===== config.mk =====
export PLATFORM = sky130hd
export DESIGN_NAME = date_time_text_parser_unit
export DESIGN_NICKNAME = d
export VERILOG_FILES = /design/src/rtl/core/dtp_pkg.sv /design/src/rtl/core/date_time_text_parser_unit.sv /design/src/rtl/core/dtp_close.sv
export SDC_FILE = /design/constraint.sdc
export NUM_CORES = 1
export LEC_CHECK = 0
export ABC_AREA = 1
export BUFFER_PORTS_ARGS = -buffer_cell sky130_fd_sc_hd__buf_4
export CELL_PAD_IN_SITES_DETAIL_PLACEMENT = 1
export CELL_PAD_IN_SITES_GLOBAL_PLACEMENT = 1
export CORE_ASPECT_RATIO = 1.1
export CORE_MARGIN = 2
export CORE_UTILIZATION = 45
export DETAILED_ROUTE_END_ITERATION = 8
export PLACE_DENSITY = 0.91
export SYNTH_ARGS = -nofsm -noshare
export SYNTH_HDL_FRONTEND = slang
export SYNTH_SLANG_ARGS = --single-unit

===== constraint.sdc =====
create_clock -name clock -period 5.25 [get_ports clock]
set_clock_uncertainty 0.1 [all_clocks]
set_input_delay 1.05 -clock clock [delete_from_list [all_inputs] [get_ports clock]]
set_output_delay 1.05 -clock clock [all_outputs]
set_load 0.01 [all_outputs]

===== src/rtl/core/dtp_pkg.sv =====
// Shared types, constants and field tables for the date/time text parser.
`default_nettype none

package dtp_pkg;

   typedef enum logic [6:0] {
      FLD_YEAR   = 7'b0000001,
      FLD_MONTH  = 7'b0000010,
      FLD_DAY    = 7'b0000100,
      FLD_HOUR   = 7'b0001000,
      FLD_MINUTE = 7'b0010000,
      FLD_SECOND = 7'b0100000,
      FLD_MSEC   = 7'b1000000
   } field_type;

   localparam int unsigned ACC_W   = 14;
   localparam int unsigned COUNT_W = 3;
   localparam int unsigned VALUE_W = 12;

   localparam logic [7:0] CH_NUL  = 8'h00;
   localparam logic [7:0] CH_ZERO = 8'h30;
   localparam logic [7:0] CH_NINE = 8'h39;

   localparam logic [ACC_W-1:0] YEAR_SHORT_LIMIT = 14'd100;
   localparam logic [ACC_W-1:0] YEAR_BASE        = 14'd2000;

   typedef struct packed {
      logic               ok;
      logic [VALUE_W-1:0] value;
   } close_type;

   function automatic logic [COUNT_W-1:0] min_digits(input field_type f);
      logic [COUNT_W-1:0] r;
      case (f)
         FLD_YEAR: r = 3'd2;
         default:  r = 3'd1;
      endcase
      return r;
   endfunction

   function automatic logic [COUNT_W-1:0] max_digits(input field_type f);
      logic [COUNT_W-1:0] r;
      case (f)
         FLD_YEAR:   r = 3'd4;
         FLD_MONTH:  r = 3'd2;
         FLD_DAY:    r = 3'd2;
         FLD_HOUR:   r = 3'd2;
         FLD_MINUTE: r = 3'd2;
         FLD_SECOND: r = 3'd2;
         FLD_MSEC:   r = 3'd3;
         default:    r = 3'd0;
      endcase
      return r;
   endfunction

   function automatic logic [ACC_W-1:0] low_value(input field_type f);
      logic [ACC_W-1:0] r;
      case (f)
         FLD_YEAR:  r = 14'd1900;
         FLD_MONTH: r = 14'd1;
         FLD_DAY:   r = 14'd1;
         default:   r = 14'd0;
      endcase
      return r;
   endfunction

   function automatic logic [ACC_W-1:0] high_value(input field_type f);
      logic [ACC_W-1:0] r;
      case (f)
         FLD_YEAR:   r = 14'd2100;
         FLD_MONTH:  r = 14'd12;
         FLD_DAY:    r = 14'd31;
         FLD_HOUR:   r = 14'd23;
         FLD_MINUTE: r = 14'd59;
         FLD_SECOND: r = 14'd59;
         FLD_MSEC:   r = 14'd999;
         default:    r = 14'd0;
      endcase
      return r;
   endfunction

   function automatic field_type next_field(input field_type f);
      field_type r;
      case (f)
         FLD_YEAR:   r = FLD_MONTH;
         FLD_MONTH:  r = FLD_DAY;
         FLD_DAY:    r = FLD_HOUR;
         FLD_HOUR:   r = FLD_MINUTE;
         FLD_MINUTE: r = FLD_SECOND;
         FLD_SECOND: r = FLD_MSEC;
         default:    r = FLD_MSEC;
      endcase
      return r;
   endfunction

endpackage

`default_nettype wire


===== src/rtl/core/date_time_text_parser_unit.sv =====
// Top level of the date/time text parser: character stream in, one date word per string.
//
//   channel | direction | handshake            | payload
//   req_    | in        | req_valid, req_stall | req_ch (8 bits, 0 ends the string)
//   rsp_    | out       | rsp_valid, rsp_stall | rsp_ok, rsp_year .. rsp_millisecond
//
// One character is taken per cycle while req_stall is low; the field state updates in the same cycle.
// A terminator loads the result register, which shows the word from the next cycle on.
// Input stalls only while a result word is held and the output side stalls.
// Synchronous reset returns the parser to the year field and empties the result register.
`default_nettype none

module date_time_text_parser_unit (
   input  logic        clock,
   input  logic        reset,
   input  logic        req_valid,
   output logic        req_stall,
   input  logic [7:0]  req_ch,
   output logic        rsp_valid,
   input  logic        rsp_stall,
   output logic        rsp_ok,
   output logic [11:0] rsp_year,
   output logic [3:0]  rsp_month,
   output logic [4:0]  rsp_day,
   output logic [4:0]  rsp_hour,
   output logic [5:0]  rsp_minute,
   output logic [5:0]  rsp_second,
   output logic [9:0]  rsp_millisecond
);

   dtp_pkg::field_type                field_ff, field_in;
   logic [dtp_pkg::COUNT_W-1:0]       count_ff, count_in;
   logic [dtp_pkg::ACC_W-1:0]         acc_ff, acc_in;
   logic                              failed_ff, failed_in;
   logic [11:0]                       year_ff, year_in;
   logic [3:0]                        month_ff, month_in;
   logic [4:0]                        day_ff, day_in;
   logic [4:0]                        hour_ff, hour_in;
   logic [5:0]                        minute_ff, minute_in;
   logic [5:0]                        second_ff, second_in;

   logic                              rsp_valid_ff, rsp_valid_in;
   logic                              rsp_ok_ff, rsp_ok_in;
   logic [11:0]                       rsp_year_ff, rsp_year_in;
   logic [3:0]                        rsp_month_ff, rsp_month_in;
   logic [4:0]                        rsp_day_ff, rsp_day_in;
   logic [4:0]                        rsp_hour_ff, rsp_hour_in;
   logic [5:0]                        rsp_minute_ff, rsp_minute_in;
   logic [5:0]                        rsp_second_ff, rsp_second_in;
   logic [9:0]                        rsp_msec_ff, rsp_msec_in;

   dtp_pkg::close_type                close;
   logic                              accept;
   logic                              is_term;
   logic                              is_digit;
   logic                              good;
   logic [dtp_pkg::ACC_W-1:0]         acc_x10;

   dtp_close u_close (
      .field  (field_ff),
      .count  (count_ff),
      .acc    (acc_ff),
      .result (close)
   );

   assign req_stall = rsp_valid_ff && rsp_stall;
   assign accept    = req_valid && !req_stall;
   assign is_term   = (req_ch == dtp_pkg::CH_NUL);
   assign acc_x10   = {acc_ff[dtp_pkg::ACC_W-4:0], 3'b000} +
                      {acc_ff[dtp_pkg::ACC_W-2:0], 1'b0};

   always_comb begin
      is_digit = req_ch inside {[dtp_pkg::CH_ZERO:dtp_pkg::CH_NINE]};
      good     = !failed_ff && close.ok &&
                 (field_ff inside {dtp_pkg::FLD_DAY, dtp_pkg::FLD_MINUTE,
                                   dtp_pkg::FLD_SECOND, dtp_pkg::FLD_MSEC});
   end

   // field state
   always_comb begin
      field_in  = field_ff;
      count_in  = count_ff;
      acc_in    = acc_ff;
      failed_in = failed_ff;
      year_in   = year_ff;
      month_in  = month_ff;
      day_in    = day_ff;
      hour_in   = hour_ff;
      minute_in = minute_ff;
      second_in = second_ff;
      if (accept) begin
         if (is_term) begin
            field_in  = dtp_pkg::FLD_YEAR;
            count_in  = '0;
            acc_in    = '0;
            failed_in = 1'b0;
            year_in   = '0;
            month_in  = '0;
            day_in    = '0;
            hour_in   = '0;
            minute_in = '0;
            second_in = '0;
         end else if (!failed_ff) begin
            if (is_digit) begin
               if (count_ff >= dtp_pkg::max_digits(field_ff)) begin
                  failed_in = 1'b1;
               end else begin
                  count_in = count_ff + 3'd1;
                  acc_in   = acc_x10 + {{(dtp_pkg::ACC_W-4){1'b0}}, req_ch[3:0]};
               end
            end else if (!close.ok || field_ff == dtp_pkg::FLD_MSEC) begin
               failed_in = 1'b1;
            end else begin
               case (field_ff)
                  dtp_pkg::FLD_YEAR:   year_in   = close.value;
                  dtp_pkg::FLD_MONTH:  month_in  = close.value[3:0];
                  dtp_pkg::FLD_DAY:    day_in    = close.value[4:0];
                  dtp_pkg::FLD_HOUR:   hour_in   = close.value[4:0];
                  dtp_pkg::FLD_MINUTE: minute_in = close.value[5:0];
                  dtp_pkg::FLD_SECOND: second_in = close.value[5:0];
                  default:             failed_in = 1'b1;
               endcase
               field_in = dtp_pkg::next_field(field_ff);
               count_in = '0;
               acc_in   = '0;
            end
         end
      end
   end

   // result word, with the current field closed in
   always_comb begin
      rsp_ok_in     = good;
      rsp_year_in   = '0;
      rsp_month_in  = '0;
      rsp_day_in    = '0;
      rsp_hour_in   = '0;
      rsp_minute_in = '0;
      rsp_second_in = '0;
      rsp_msec_in   = '0;
      if (good) begin
         rsp_year_in   = year_ff;
         rsp_month_in  = month_ff;
         rsp_day_in    = (field_ff == dtp_pkg::FLD_DAY) ? close.value[4:0] : day_ff;
         rsp_hour_in   = hour_ff;
         rsp_minute_in = (field_ff == dtp_pkg::FLD_MINUTE) ? close.value[5:0] : minute_ff;
         rsp_second_in = (field_ff == dtp_pkg::FLD_SECOND) ? close.value[5:0] : second_ff;
         rsp_msec_in   = (field_ff == dtp_pkg::FLD_MSEC) ? close.value[9:0] : 10'd0;
      end
      if (accept && is_term) begin
         rsp_valid_in = 1'b1;
      end else if (!rsp_stall) begin
         rsp_valid_in = 1'b0;
      end else begin
         rsp_valid_in = rsp_valid_ff;
      end
   end

   always_ff @(posedge clock) begin
      if (reset) begin
         field_ff     <= dtp_pkg::FLD_YEAR;
         count_ff     <= '0;
         acc_ff       <= '0;
         failed_ff    <= 1'b0;
         year_ff      <= '0;
         month_ff     <= '0;
         day_ff       <= '0;
         hour_ff      <= '0;
         minute_ff    <= '0;
         second_ff    <= '0;
         rsp_valid_ff <= 1'b0;
      end else begin
         field_ff     <= field_in;
         count_ff     <= count_in;
         acc_ff       <= acc_in;
         failed_ff    <= failed_in;
         year_ff      <= year_in;
         month_ff     <= month_in;
         day_ff       <= day_in;
         hour_ff      <= hour_in;
         minute_ff    <= minute_in;
         second_ff    <= second_in;
         rsp_valid_ff <= rsp_valid_in;
      end
   end

   always_ff @(posedge clock) begin
      if (accept && is_term) begin
         rsp_ok_ff     <= rsp_ok_in;
         rsp_year_ff   <= rsp_year_in;
         rsp_month_ff  <= rsp_month_in;
         rsp_day_ff    <= rsp_day_in;
         rsp_hour_ff   <= rsp_hour_in;
         rsp_minute_ff <= rsp_minute_in;
         rsp_second_ff <= rsp_second_in;
         rsp_msec_ff   <= rsp_msec_in;
      end
   end

   assign rsp_valid       = rsp_valid_ff;
   assign rsp_ok          = rsp_ok_ff;
   assign rsp_year        = rsp_year_ff;
   assign rsp_month       = rsp_month_ff;
   assign rsp_day         = rsp_day_ff;
   assign rsp_hour        = rsp_hour_ff;
   assign rsp_minute      = rsp_minute_ff;
   assign rsp_second      = rsp_second_ff;
   assign rsp_millisecond = rsp_msec_ff;

   a_term_restarts: assert property (@(posedge clock) disable iff (reset)
      accept && is_term |=> field_ff == dtp_pkg::FLD_YEAR && count_ff == '0 &&
                            acc_ff == '0 && !failed_ff)
      else $error("parser state not cleared after terminator");

   a_count_bound: assert property (@(posedge clock) disable iff (reset)
      count_ff <= dtp_pkg::max_digits(field_ff))
      else $error("digit count beyond field maximum");

   a_failed_holds: assert property (@(posedge clock) disable iff (reset)
      failed_ff && !(accept && is_term) |=> failed_ff && $stable(field_ff) &&
                                            $stable(acc_ff))
      else $error("state moved after failure");

   a_fail_zero: assert property (@(posedge clock) disable iff (reset)
      rsp_valid_ff && !rsp_ok_ff |-> rsp_year_ff == '0 && rsp_month_ff == '0 &&
         rsp_day_ff == '0 && rsp_hour_ff == '0 && rsp_minute_ff == '0 &&
         rsp_second_ff == '0 && rsp_msec_ff == '0)
      else $error("failed word carries nonzero fields");

   a_ok_range: assert property (@(posedge clock) disable iff (reset)
      rsp_valid_ff && rsp_ok_ff |-> rsp_year_ff >= 12'd1900 && rsp_year_ff <= 12'd2100 &&
         rsp_month_ff >= 4'd1 && rsp_month_ff <= 4'd12 && rsp_day_ff >= 5'd1)
      else $error("good word out of range");

endmodule

`default_nettype wire


===== src/rtl/core/dtp_close.sv =====
// Field close check: digit count, short-year offset and value range.
`default_nettype none

module dtp_close (
   input  dtp_pkg::field_type                 field,
   input  logic [dtp_pkg::COUNT_W-1:0]        count,
   input  logic [dtp_pkg::ACC_W-1:0]          acc,
   output dtp_pkg::close_type                 result
);

   logic [dtp_pkg::ACC_W-1:0] adj;
   logic                      count_ok;
   logic                      range_ok;

   always_comb begin
      if (field == dtp_pkg::FLD_YEAR && acc < dtp_pkg::YEAR_SHORT_LIMIT) begin
         adj = acc + dtp_pkg::YEAR_BASE;
      end else begin
         adj = acc;
      end
      count_ok = (count >= dtp_pkg::min_digits(field)) &&
                 (count <= dtp_pkg::max_digits(field));
      range_ok = (adj >= dtp_pkg::low_value(field)) &&
                 (adj <= dtp_pkg::high_value(field));
      result.ok    = count_ok && range_ok;
      result.value = adj[dtp_pkg::VALUE_W-1:0];
   end

endmodule

`default_nettype wire

==> reports/results.ini, run 1 <==
[cells_and_area]
mostFrequentLayoutCells = 150 x nand2_1, 101 x nor2_1, 88 x a21oi_1
final_common_cell = nand2_1
drive_gt1_frac = 0.182
synthToLayoutAreaGrowth_pct = 17.2
fillers = 1742
final_nets = 940
n_antenna_cell = 0
final_util = 0.542

[timing]
period_needed_ns = 4.67
tightest_slew_ns = 0.840
setup_violations = 0
tns_ns = 0
fin_crit_sh = 0.889
hold_viol_final = 0
fmax_mhz = 214
whs_ns = 0.362
max_slew_margin = 0.439
report.final.slew_viol_count = 0
grt_setup_unrepaired = no

[power]
power_frac_comb = 0.544
power_mw = 5.01
ir_drop_mv = 0.284
sw_frac_of_total = 0.485
seqPwrFrac = 0.225
internal_power_mw = 2.58
clkPwrFrac = 0.231
switching_power_mw = 2.43
power_leakage_nw = 3.27
powerDensity_nw_per_um2 = 640

[synth]
post_synth.cell_area_avg_um2 = 8.09
ys.flop_type = dfxtp_1
postSynth.asyncResetShare = 0
synth-edff-count = 49
synth_seq_cells = 113
post_synth_num_cell_types = 47
yosys_warnings = 0
synth_sequential_area_ratio = 0.412
synth_area_um2 = 6680
syn_nets = 884
syn_inst = 826

[global_route]
antenna_found_initial = 0
grt_pass1_vias = 6269
grt_max_degree = 55
grt_pass1_wl_um = 32900
grtUsageTotal = 0.261
gr-total-overflow = 0

[route]
dr.pass1.iters = 9
drc = 0
wl_um = 19800
vias = 6044
drt_iter0_markers = 467
route.antenna.remaining_nets = 0
post_drt_wl_per_cell_um = 18.2
routed_via_density = 5.56

[worst_setup_path]
worst_r2r_startpoint = field_ff[0]
cp-start-kind = register
endpoint_kind = register
worst-endpoint-arrival_ns = 4.85
critPathMaxFanout = 54
crit_type = reg -> reg
reg2reg_depth = 23
r2r-end = year_ff[9]
worst-r2r-setup-slack_ns = 0.58
crit_start = field_ff[0]
cp.required_ns = 5.43
crit_end = year_ff[9]

[clocking]
cts_buffers = 17
clock-sinks = 113
clk_latency_ns = 0.42
post-cts-setup-buffers = 0
root_buffer = clkbuf_16
htreeDepth = 4
ctsResizeCount = 0
hold_buffers = 0
cts_tree = yes
cts_buffer_depth = 2
cts.clk_slew.worst_paths_ns = 0.06

[outcome]
status = completed

[die]
dieArea_um2 = 15800
die_w_um = 120
die_y_um = 132
ios = 63
design.core.area_um2 = 14400
start_util = 0.462
num_rows = 46

[place]
gp_congestion = 0.879
port_buffers = 62
hpwlAfterDp_um = 12800

[min_path]
hp-class = reg -> reg

[job]
cap_violations = 0

## kinds of logic (layout without fill, tap and decap cells)
group           after synthesis  count (layout)  share of synthesized area
flops                       113             113                      0.412
fa+ha+maj                    46              46                     0.0884
simple gates                408             408                      0.305
compound gates              132             132                      0.105
buf+inv                     123             192                     0.0846
xor+xnor                      4               4                    0.00524
## through the flow
step / setup slack [ns] / cells / instance area, µm²
final: 0.581 / 1087 / 7830
after global routing: 0.135 / 1087 / 7830
after CTS: 0.676 / 1087 / 7830
after detailed placement: 0.942 / 1055 / 7250
after global placement: 1.13 / 1055 / 7250
after floorplan: 0.475 / 826 / 6680
## power by group through the flow
stage                     Clock (mW)  Sequential, mW  Combinational (mW)
after floorplan                    0            1.09                2.09
after global placement             0            1.14                2.47
after detailed placement           0            1.14                2.61
after CTS                       1.16            1.12                2.71
after global routing            1.20            1.14                3.07
final                           1.16            1.13                2.73
## metal layers
metal | global-route usage | wire (µm) | vias to the layer above | share of wire
met5 | 0 | 0 | - | 0
met4 | 0.0908 | 461 | 0 | 0.023
met3 | 0.0562 | 1010 | 46 | 0.051
met2 | 0.454 | 10100 | 187 | 0.51
met1 | 0.318 | 8240 | 2925 | 0.42
li1 | - | - | 2886 | -
## cells in the mapped netlist, types with 7 or more instances
library cell	count	area [µm²]
a21oi_1	88	440
buf_2	13	65.1
clkbuf_1	8	30.0
dfxtp_1	64	1280
edfxtp_1	49	1470
ha_1	44	551
inv_1	81	304
inv_2	7	26.3
nand2_1	150	563
nand3_1	58	290
nand4_1	28	175
nor2_1	102	383
nor2_4	21	236
nor3_1	8	40.0
o21ai_0	28	140
or2_2	14	87.6
## worst max-delay path, cell delays in order (launching register included)
cell and delay (ns):
dfxtp_1 0.36, nor2_1 0.15, inv_1 0.10, nor2_1 0.23
nand2_1 0.14, inv_1 0.34, nor2_1 0.10, inv_1 0.12
nor2_1 0.06, inv_1 0.12, nor2_1 0.07, inv_1 0.08
nor2_1 0.05, ha_1 0.33, nand2_1 0.08, nor2_1 0.05
a211oi_1 0.40, o211ai_1 0.14, a21oi_1 0.22, nand3_2 0.16
nand2_4 0.46, nand3_2 0.39, nand2_1 0.17, a21oi_1 0.07
## how the worst min path moves through the flow
stage	from	endpoint	slack (ns)	depth (start not counted)
6_report	minute_ff[0]	minute_ff[0]	0.36	2
5_1_grt	second_ff[2]	second_ff[2]	0.39	2
4_1_cts	minute_ff[0]	minute_ff[0]	0.36	2
3_3_place_gp	minute_ff[5]	minute_ff[5]	0.35	2
2_1_floorplan	day_ff[4]	day_ff[4]	0.34	2
3_5_place_dp	second_ff[5]	second_ff[5]	0.35	2
## layout make-up
class                           instances  area [µm²]  area share
Tap cell                              192         240      0.0307
Clock inverter                         11         140      0.0179
Inverter                               88         330      0.0422
Clock buffer                           21         440      0.0562
Multi-Input combinational cell        590        3380       0.431
Sequential cell                       113        2750       0.351
Timing Repair Buffer                   72         553      0.0706
## registers in the layout, indices dropped and copies added, names as in the netlist, 6 cells and up
| name | count |
|---|---|
| acc_ff | 14 |
| rsp_year | 12 |
| year_ff | 12 |
| rsp_millisecond | 10 |
| field_ff | 7 |
| minute_ff | 6 |
| rsp_minute | 6 |
| rsp_second | 6 |
| second_ff | 6 |
(Power assumes the default switching activity.)
==> run 2: changes to the inputs <==
--- a/config.mk
+++ b/config.mk
@@ -12,6 +12,7 @@
 export CORE_ASPECT_RATIO = 1.1
 export CORE_MARGIN = 2
 export CORE_UTILIZATION = 45
+export CTS_BUF_LIST = sky130_fd_sc_hd__clkbuf_16
 export DETAILED_ROUTE_END_ITERATION = 8
 export PLACE_DENSITY = 0.91
 export SYNTH_ARGS = -nofsm -noshare
==> run 2 against run 1 <==
  * Fmax down 0.16%
  * Core utilization did not move
  * The flow now finishes with violations (DRC)
  * Total power down 0.10%
  * Critical path type unchanged
  * Sequential power is essentially flat
  * Global-route usage unchanged
  * Via count shrank 0.17%
  * Largest cell class unchanged
  * Wire length up 0.10%
==> reports/results.ini, run 2 (synthesis results as in run 1) <==
[job]
cap_violations = 0  ; unchanged

[cells_and_area]
mostFrequentLayoutCells = 150 x nand2_1, 101 x nor2_1, 88 x a21oi_1
largest_register_ffs = 14  ; unchanged
multi_input_area_um2 = 3380  ; unchanged
drive_gt1_frac = 0.182  ; unchanged
largest-register = acc_ff
register_area_um2 = 2750  ; unchanged
fin_cells = 1087  ; unchanged
n_antenna_cell = 0  ; unchanged
fillers = 1742  ; unchanged
final_nets = 940  ; unchanged
final_common_cell = nand2_1
synthToLayoutAreaGrowth_pct = 17.2  ; unchanged

[timing]
hold_viol_final = 0  ; unchanged
report.final.slew_viol_count = 0  ; unchanged
grt_setup_unrepaired = no
fmax_mhz = 214  ; -0.16%
fin_crit_sh = 0.891  ; +0.00138
setup_violations = 0  ; unchanged
period_needed_ns = 4.68  ; +0.00725 ns
tns_ns = 0  ; unchanged
max_slew_margin = 0.439  ; about the same
tightest_slew_ns = 0.840  ; +0.0000958 ns

[place]
gp_congestion = 0.879  ; unchanged
dp.cells = 1055  ; unchanged
hpwlAfterDp_um = 12800  ; unchanged
port_buffers = 62  ; unchanged

[worst_setup_path]
cp-start-kind = register
crit_path_frequent_cell = nor2_1
cp_cell_sequence = nor2_1 -> inv_1 -> nor2_1 -> nand2_1 -> inv_1 -> nor2_1 -> inv_1 -> nor2_1 -> inv_1 -> nor2_1 -> inv_1 -> nor2_1 -> ha_1 -> nand2_1 -> nor2_1 -> a211oi_1 -> o211ai_1 -> a21oi_1 -> nand3_2 -> nand2_4 -> nand3_2 -> nand2_1 -> a21oi_1
endpoint_kind = register
r2r-end = year_ff[9]
crit_type = reg -> reg
worst-r2r-setup-slack_ns = 0.57  ; about the same
worst-endpoint-arrival_ns = 4.86  ; about the same
crit_family = simple AND/OR/NAND/NOR gates
critPathMaxFanout = 54  ; unchanged
path_buf_inv = 5  ; unchanged
crit_path_top_delay_cell = nand2_4
worst_r2r_startpoint = field_ff[0]
cp.required_ns = 5.43  ; about the same
slowest_delay_ns = 0.47  ; about the same
reg2reg_depth = 23  ; unchanged

[global_route]
grt_pass1_wl_um = 32900  ; unchanged
antenna_found_initial = 0  ; unchanged
grt_max_degree = 55  ; unchanged
grtUsageTotal = 0.261  ; unchanged
gr-total-overflow = 0  ; unchanged
grt_pass1_vias = 6269  ; unchanged

[clocking]
clock-sinks = 113  ; unchanged
post-cts-setup-buffers = 0  ; unchanged
cts_tree = yes
clk_latency_ns = 0.42  ; about the same
cts_buffer_depth = 2  ; unchanged
cts.clk_slew.worst_paths_ns = 0.06  ; about the same
hold_buffers = 0  ; unchanged
htreeDepth = 4  ; unchanged
root_buffer = clkbuf_16
ctsResizeCount = 0  ; unchanged
cts_buffers = 17  ; unchanged

[min_path]
min_path_cells = 2  ; unchanged
hp-class = reg -> reg
whs_endpoint = minute_ff[0]
hp-start = minute_ff[0]

[die]
die_y_um = 132  ; unchanged
die_w_um = 120  ; unchanged
ios = 63  ; unchanged
design.core.area_um2 = 14400  ; unchanged
num_rows = 46  ; unchanged
dieArea_um2 = 15800  ; unchanged
start_util = 0.462  ; unchanged

[power]
power_mw = 5.01  ; -0.10%
power_leakage_nw = 3.29  ; +0.51%
ir_drop_mv = 0.284  ; about the same
powerDensity_nw_per_um2 = 639  ; -0.10%

[route]
drc = 1  ; +1
dr.pass1.iters = 9  ; unchanged
route.antenna.remaining_nets = 0  ; unchanged
routed_via_density = 5.55  ; -0.17%
wl_um = 19800  ; +0.10%
vias = 6034  ; -0.17%
drt_iter0_markers = 464  ; -0.64%
post_drt_wl_per_cell_um = 18.2  ; +0.10%

[outcome]
status = finished, violations left
violations = DRC

-- run 2: cell type report --
| class | count | share of cell area |
|---|---|---|
| clock buffer | 17 | 0.0543 |
| clock inverter | 15 | 0.0198 |
| inverter | 88 | 0.0422 |
| multi-input combinational | 590 | 0.431 |
| sequential | 113 | 0.351 |
| tap | 192 | 0.0307 |
| timing repair buffer | 72 | 0.0706 |
-- run 2: worst max path at each step --
stage / slack, ns / cells past startpoint / end / from
final: 0.57 / 23 / year_ff[9] / field_ff[0]
after global routing: 0.13 / 23 / year_ff[9] / field_ff[0]
after CTS: 0.68 / 23 / year_ff[2] / field_ff[0]
after detailed placement: 0.94 / 23 / year_ff[2] / field_ff[0]
after global placement: 1.13 / 20 / rsp_second[4] / field_ff[5]
after floorplan: 0.48 / 4 / rsp_day[0] / req_ch[0]
-- run 2: report_power, final --
part / total, mW / internal, mW / switching, mW
Sequential: 1.13 / 1.00 / 0.124
Clock: 1.15 / 0.733 / 0.418
Combinational: 2.73 / 0.838 / 1.89
Total: 5.01 / 2.57 / 2.43
-- run 2: stage by stage --
stage | util | setup slack, ns | hold WS, ns | area [µm²]
2_1_floorplan | - | 0.475 | 0.336 | 6680
3_3_place_gp | 0.502 | 1.13 | 0.346 | 7250
3_5_place_dp | 0.502 | 0.942 | 0.351 | 7250
4_1_cts | 0.542 | 0.676 | 0.361 | 7830
5_1_grt | 0.542 | 0.135 | 0.395 | 7830
6_report | 0.542 | 0.573 | 0.362 | 7830
-- run 2: worst register-to-register path: stages, from the launching register on --
cell      delay, ns
dfxtp_1        0.36
nor2_1         0.15
inv_1          0.10
nor2_1         0.23
nand2_1        0.14
inv_1          0.34
nor2_1         0.10
inv_1          0.12
nor2_1         0.06
inv_1          0.12
nor2_1         0.07
inv_1          0.08
nor2_1         0.05
ha_1           0.33
nand2_1        0.08
nor2_1         0.05
a211oi_1       0.40
o211ai_1       0.14
a21oi_1        0.22
nand3_2        0.16
nand2_4        0.47
nand3_2        0.42
nand2_1        0.18
a21oi_1        0.07
-- run 2: routing by layer --
layer,wire length [µm],vias up,track usage,part of all wire
li1,-,2885,-,-
met1,8250,2916,0.318,0.42
met2,10100,189,0.454,0.51
met3,1020,44,0.0562,0.052
met4,456,0,0.0908,0.023
met5,0,-,0,0
==> run 3: changes to the inputs <==
--- a/config.mk
+++ b/config.mk
@@ -11,10 +11,11 @@
 export CELL_PAD_IN_SITES_GLOBAL_PLACEMENT = 1
 export CORE_ASPECT_RATIO = 1.1
 export CORE_MARGIN = 2
-export CORE_UTILIZATION = 45
+export CORE_UTILIZATION = 44
 export CTS_BUF_LIST = sky130_fd_sc_hd__clkbuf_16
 export DETAILED_ROUTE_END_ITERATION = 8
-export PLACE_DENSITY = 0.91
+export PLACE_DENSITY = 0.9
 export SYNTH_ARGS = -nofsm -noshare
 export SYNTH_HDL_FRONTEND = slang
+export SYNTH_HIERARCHICAL = 1
 export SYNTH_SLANG_ARGS = --single-unit
==> run 3 against run 2 <==
  * The run now ends clean
  * Clock-buffer cell count unchanged
  * First-iteration DRC count down 17%
  * Synthesized cell count up 11%
  * Global-route usage down 1.8 points
  * Worst setup slack better by 0.33 ns
  * Largest power group is now clock
  * Die area up 3.7%
  * Sequential cell count unchanged
  * Non-clock buffer count down 10
==> reports/results.ini, run 3 <==
[timing]
report.final.slew_viol_count = 0  ; unchanged
fin_crit_sh = 0.827  ; -0.0633
fmax_mhz = 230  ; +7.7%
period_needed_ns = 4.34  ; -0.333 ns
tns_ns = 0  ; unchanged
hold_viol_final = 0  ; unchanged
max_slew_margin = 0.269  ; -0.170
whs_ns = 0.365  ; +0.00292 ns
setup_violations = 0  ; unchanged
grt_setup_unrepaired = no
tightest_slew_ns = 1.10  ; +0.255 ns

[min_path]
min_path_cells = 2  ; unchanged
hp-start = day_ff[4]
whs_endpoint = day_ff[4]
hp-class = reg -> reg

[power]
internal_power_mw = 1.80  ; -30%
clkPwrFrac = 0.455  ; +0.225
switching_power_mw = 0.721  ; -70%
sw_frac_of_total = 0.286  ; -0.200
ir_drop_mv = 0.217  ; -24%
seqPwrFrac = 0.375  ; +0.150
powerDensity_nw_per_um2 = 320  ; -50%
power_leakage_nw = 3.80  ; +15%
power_frac_comb = 0.171  ; -0.374

[cells_and_area]
fin_cells = 1175  ; +8.1%
final_nets = 1027  ; +9.3%
drive_gt1_frac = 0.141  ; -0.0412
final_common_cell = nand2_1
mostFrequentLayoutCells = 213 x nand2_1, 189 x nor2_1, 111 x inv_1
register_area_um2 = 2750  ; unchanged
multi_input_area_um2 = 3410  ; +0.85%
synthToLayoutAreaGrowth_pct = 16.4
n_antenna_cell = 0  ; unchanged
fillers = 1959  ; +12%
largest-register = acc_ff
largest_register_ffs = 14  ; unchanged
final_cell_area_um2 = 7890  ; +0.72%

[route]
dr.pass1.iters = 5  ; -4
drt_iter0_markers = 386  ; -17%
routed_via_density = 5.20  ; -6.3%
route.antenna.remaining_nets = 0  ; unchanged
wl_um = 18700  ; -5.6%
post_drt_wl_per_cell_um = 15.9  ; -13%
drc = 0  ; -1
vias = 6110  ; +1.3%

[clocking]
cts_tree = yes
cts.clk_slew.worst_paths_ns = 0.06  ; about the same
clock-sinks = 113  ; unchanged
ctsResizeCount = 0  ; unchanged
cts_buffers = 17  ; unchanged
clk_latency_ns = 0.43  ; about the same
hold_buffers = 0  ; unchanged
root_buffer = clkbuf_16
post-cts-setup-buffers = 0  ; unchanged
cts_buffer_depth = 2  ; unchanged
htreeDepth = 4  ; unchanged

[global_route]
grt_max_degree = 51  ; -7.3%
gr-total-overflow = 0  ; unchanged
grt_pass1_wl_um = 31200  ; -5.1%
antenna_found_initial = 0  ; unchanged
grt_pass1_vias = 6443  ; +2.8%
grtUsageTotal = 0.243  ; -0.0182

[die]
die_y_um = 134  ; +1.8%
num_rows = 47  ; +2.2%
design.core.area_um2 = 15100  ; +4.2%
start_util = 0.450  ; -0.0121
dieArea_um2 = 16400  ; +3.7%
die_w_um = 122  ; +1.8%
ios = 63  ; unchanged

[worst_setup_path]
crit_start = acc_ff[4]
worst-endpoint-arrival_ns = 4.55  ; -0.31 ns
worst_r2r_startpoint = acc_ff[4]
cp-start-kind = register
cp.required_ns = 5.46  ; +0.03 ns
cp_cell_sequence = inv_1 -> ha_1 -> o21ai_0 -> nand2_1 -> nand2_1 -> nand3_2 -> nand2_1 -> nand2_1 -> ha_1 -> a21oi_1 -> o211ai_1 -> nand2_1 -> nand3_1 -> nand2_1 -> nand2_1 -> o21ai_0 -> nand2_1 -> a21oi_2 -> o21ai_4 -> nand2_1 -> nand3_1 -> o21ai_0 -> nor2_1
crit_type = reg -> reg
crit_path_frequent_cell = nand2_1
r2r-end = field_ff[2]
worst-r2r-setup-slack_ns = 0.91  ; +0.33 ns
crit_path_top_delay_cell = nand3_1
slowest_delay_ns = 0.61  ; +0.14 ns
critPathMaxFanout = 23  ; -57%
reg2reg_depth = 23  ; unchanged
endpoint_kind = register

[synth]
post_synth.cell_area_avg_um2 = 7.42  ; -8.3%
yosys_warnings = 6  ; +6
synth_common_cells = 213 x nand2_1, 189 x nor2_1, 109 x inv_1
synth_sequential_area_ratio = 0.406  ; -0.00601
yosysMostFrequentCell = nand2_1
post_synth_num_cell_types = 43  ; -8.5%
synth_top_area_share = 0.217  ; -0.00321
synth-edff-count = 49  ; unchanged
syn_nets = 975  ; +10%
ys.flop_type = dfxtp_1
synth_area_leader_cell = edfxtp_1
postSynth.asyncResetShare = 0  ; unchanged
ys_top_cells_by_area = edfxtp_1 22%, dfxtp_1 19%, nand2_1 12%
synth_area_um2 = 6780  ; +1.5%
synth_seq_cells = 113  ; unchanged
syn_inst = 914  ; +11%

[job]
cap_violations = 0  ; unchanged

[place]
post_dp_cell_area_um2 = 7310  ; +0.81%
dp.cells = 1143  ; +8.3%
port_buffers = 62  ; unchanged
hpwlAfterDp_um = 13000  ; +1.4%
gp_congestion = 0.901  ; +2.4%

[outcome]
status = completed

-- run 3: cell count changes after synthesis, sizes merged, moves of 4 or more --
cell    change
nor2       +86
nand2      +61
a21oi      -45
inv        +28
nand4      -21
nand3      -17
o21ai      +14
or2        -12
buf         -5
nand3b      +4
nor3        -4
nor4        -4
-- run 3: area by class of cell --
| cell class | instances | share of cell area |
|---|---|---|
| tap | 196 | 0.0311 |
| multi-input combinational | 654 | 0.432 |
| clock buffer | 17 | 0.0539 |
| clock inverter | 15 | 0.0193 |
| inverter | 118 | 0.0561 |
| timing repair buffer | 62 | 0.0590 |
| sequential | 113 | 0.349 |
-- run 3: stage by stage --
stage          setup slack (ns)  power [mW]  utilization
2_1_floorplan              2.14        1.29            -
6_report                  0.906        2.52        0.524
3_3_place_gp               1.23        1.37        0.486
4_1_cts                   0.907        2.53        0.524
3_5_place_dp               1.07        1.39        0.486
5_1_grt                   0.513        2.63        0.524
-- run 3: kinds of logic after synthesis --
family                   share of synthesized area
AND/OR/NAND/NOR                              0.320
buffers and inverters                       0.0917
flip-flops                                   0.406
AO/OA/AOI/OAI                               0.0834
adder cells (fa/ha/maj)                     0.0926
XOR/XNOR                                   0.00646
-- run 3: power groups by stage --
stage / clock (mW) / combinational (mW) / sequential [mW]
floorplan: 0 / 0.335 / 0.957
global placement: 0 / 0.406 / 0.961
detailed placement: 0 / 0.423 / 0.962
CTS: 1.16 / 0.433 / 0.944
global route: 1.20 / 0.489 / 0.946
finish: 1.15 / 0.431 / 0.945
-- run 3: worst max-delay path by stage --
stage              endpoint  slack (ns)  depth (start not counted)
4_1_cts         field_ff[2]        0.91                         23
3_3_place_gp   second_ff[0]        1.23                         23
2_1_floorplan    year_ff[5]        2.14                         24
5_1_grt         field_ff[3]        0.51                         23
6_report        field_ff[2]        0.91                         23
3_5_place_dp    field_ff[3]        1.07                         23
-- run 3: worst max-delay path: cells and delay by family, from the launching register on --
family                     cells  cell delay, ns
adders and majority gates      2            0.59
DFF                            1            0.51
buffers and inverters          1            0.09
and+or+nand+nor               13            1.69
AOI/OAI and AO/OA              7            1.20
-- run 3: per-layer routing --
| metal | wire (µm) | vias up | GRT usage |
|---|---|---|---|
| li1 | - | 3010 | - |
| met1 | 7860 | 2933 | 0.286 |
| met2 | 9670 | 133 | 0.440 |
| met3 | 718 | 34 | 0.0446 |
| met4 | 426 | 0 | 0.0805 |
| met5 | 0 | - | 0 |
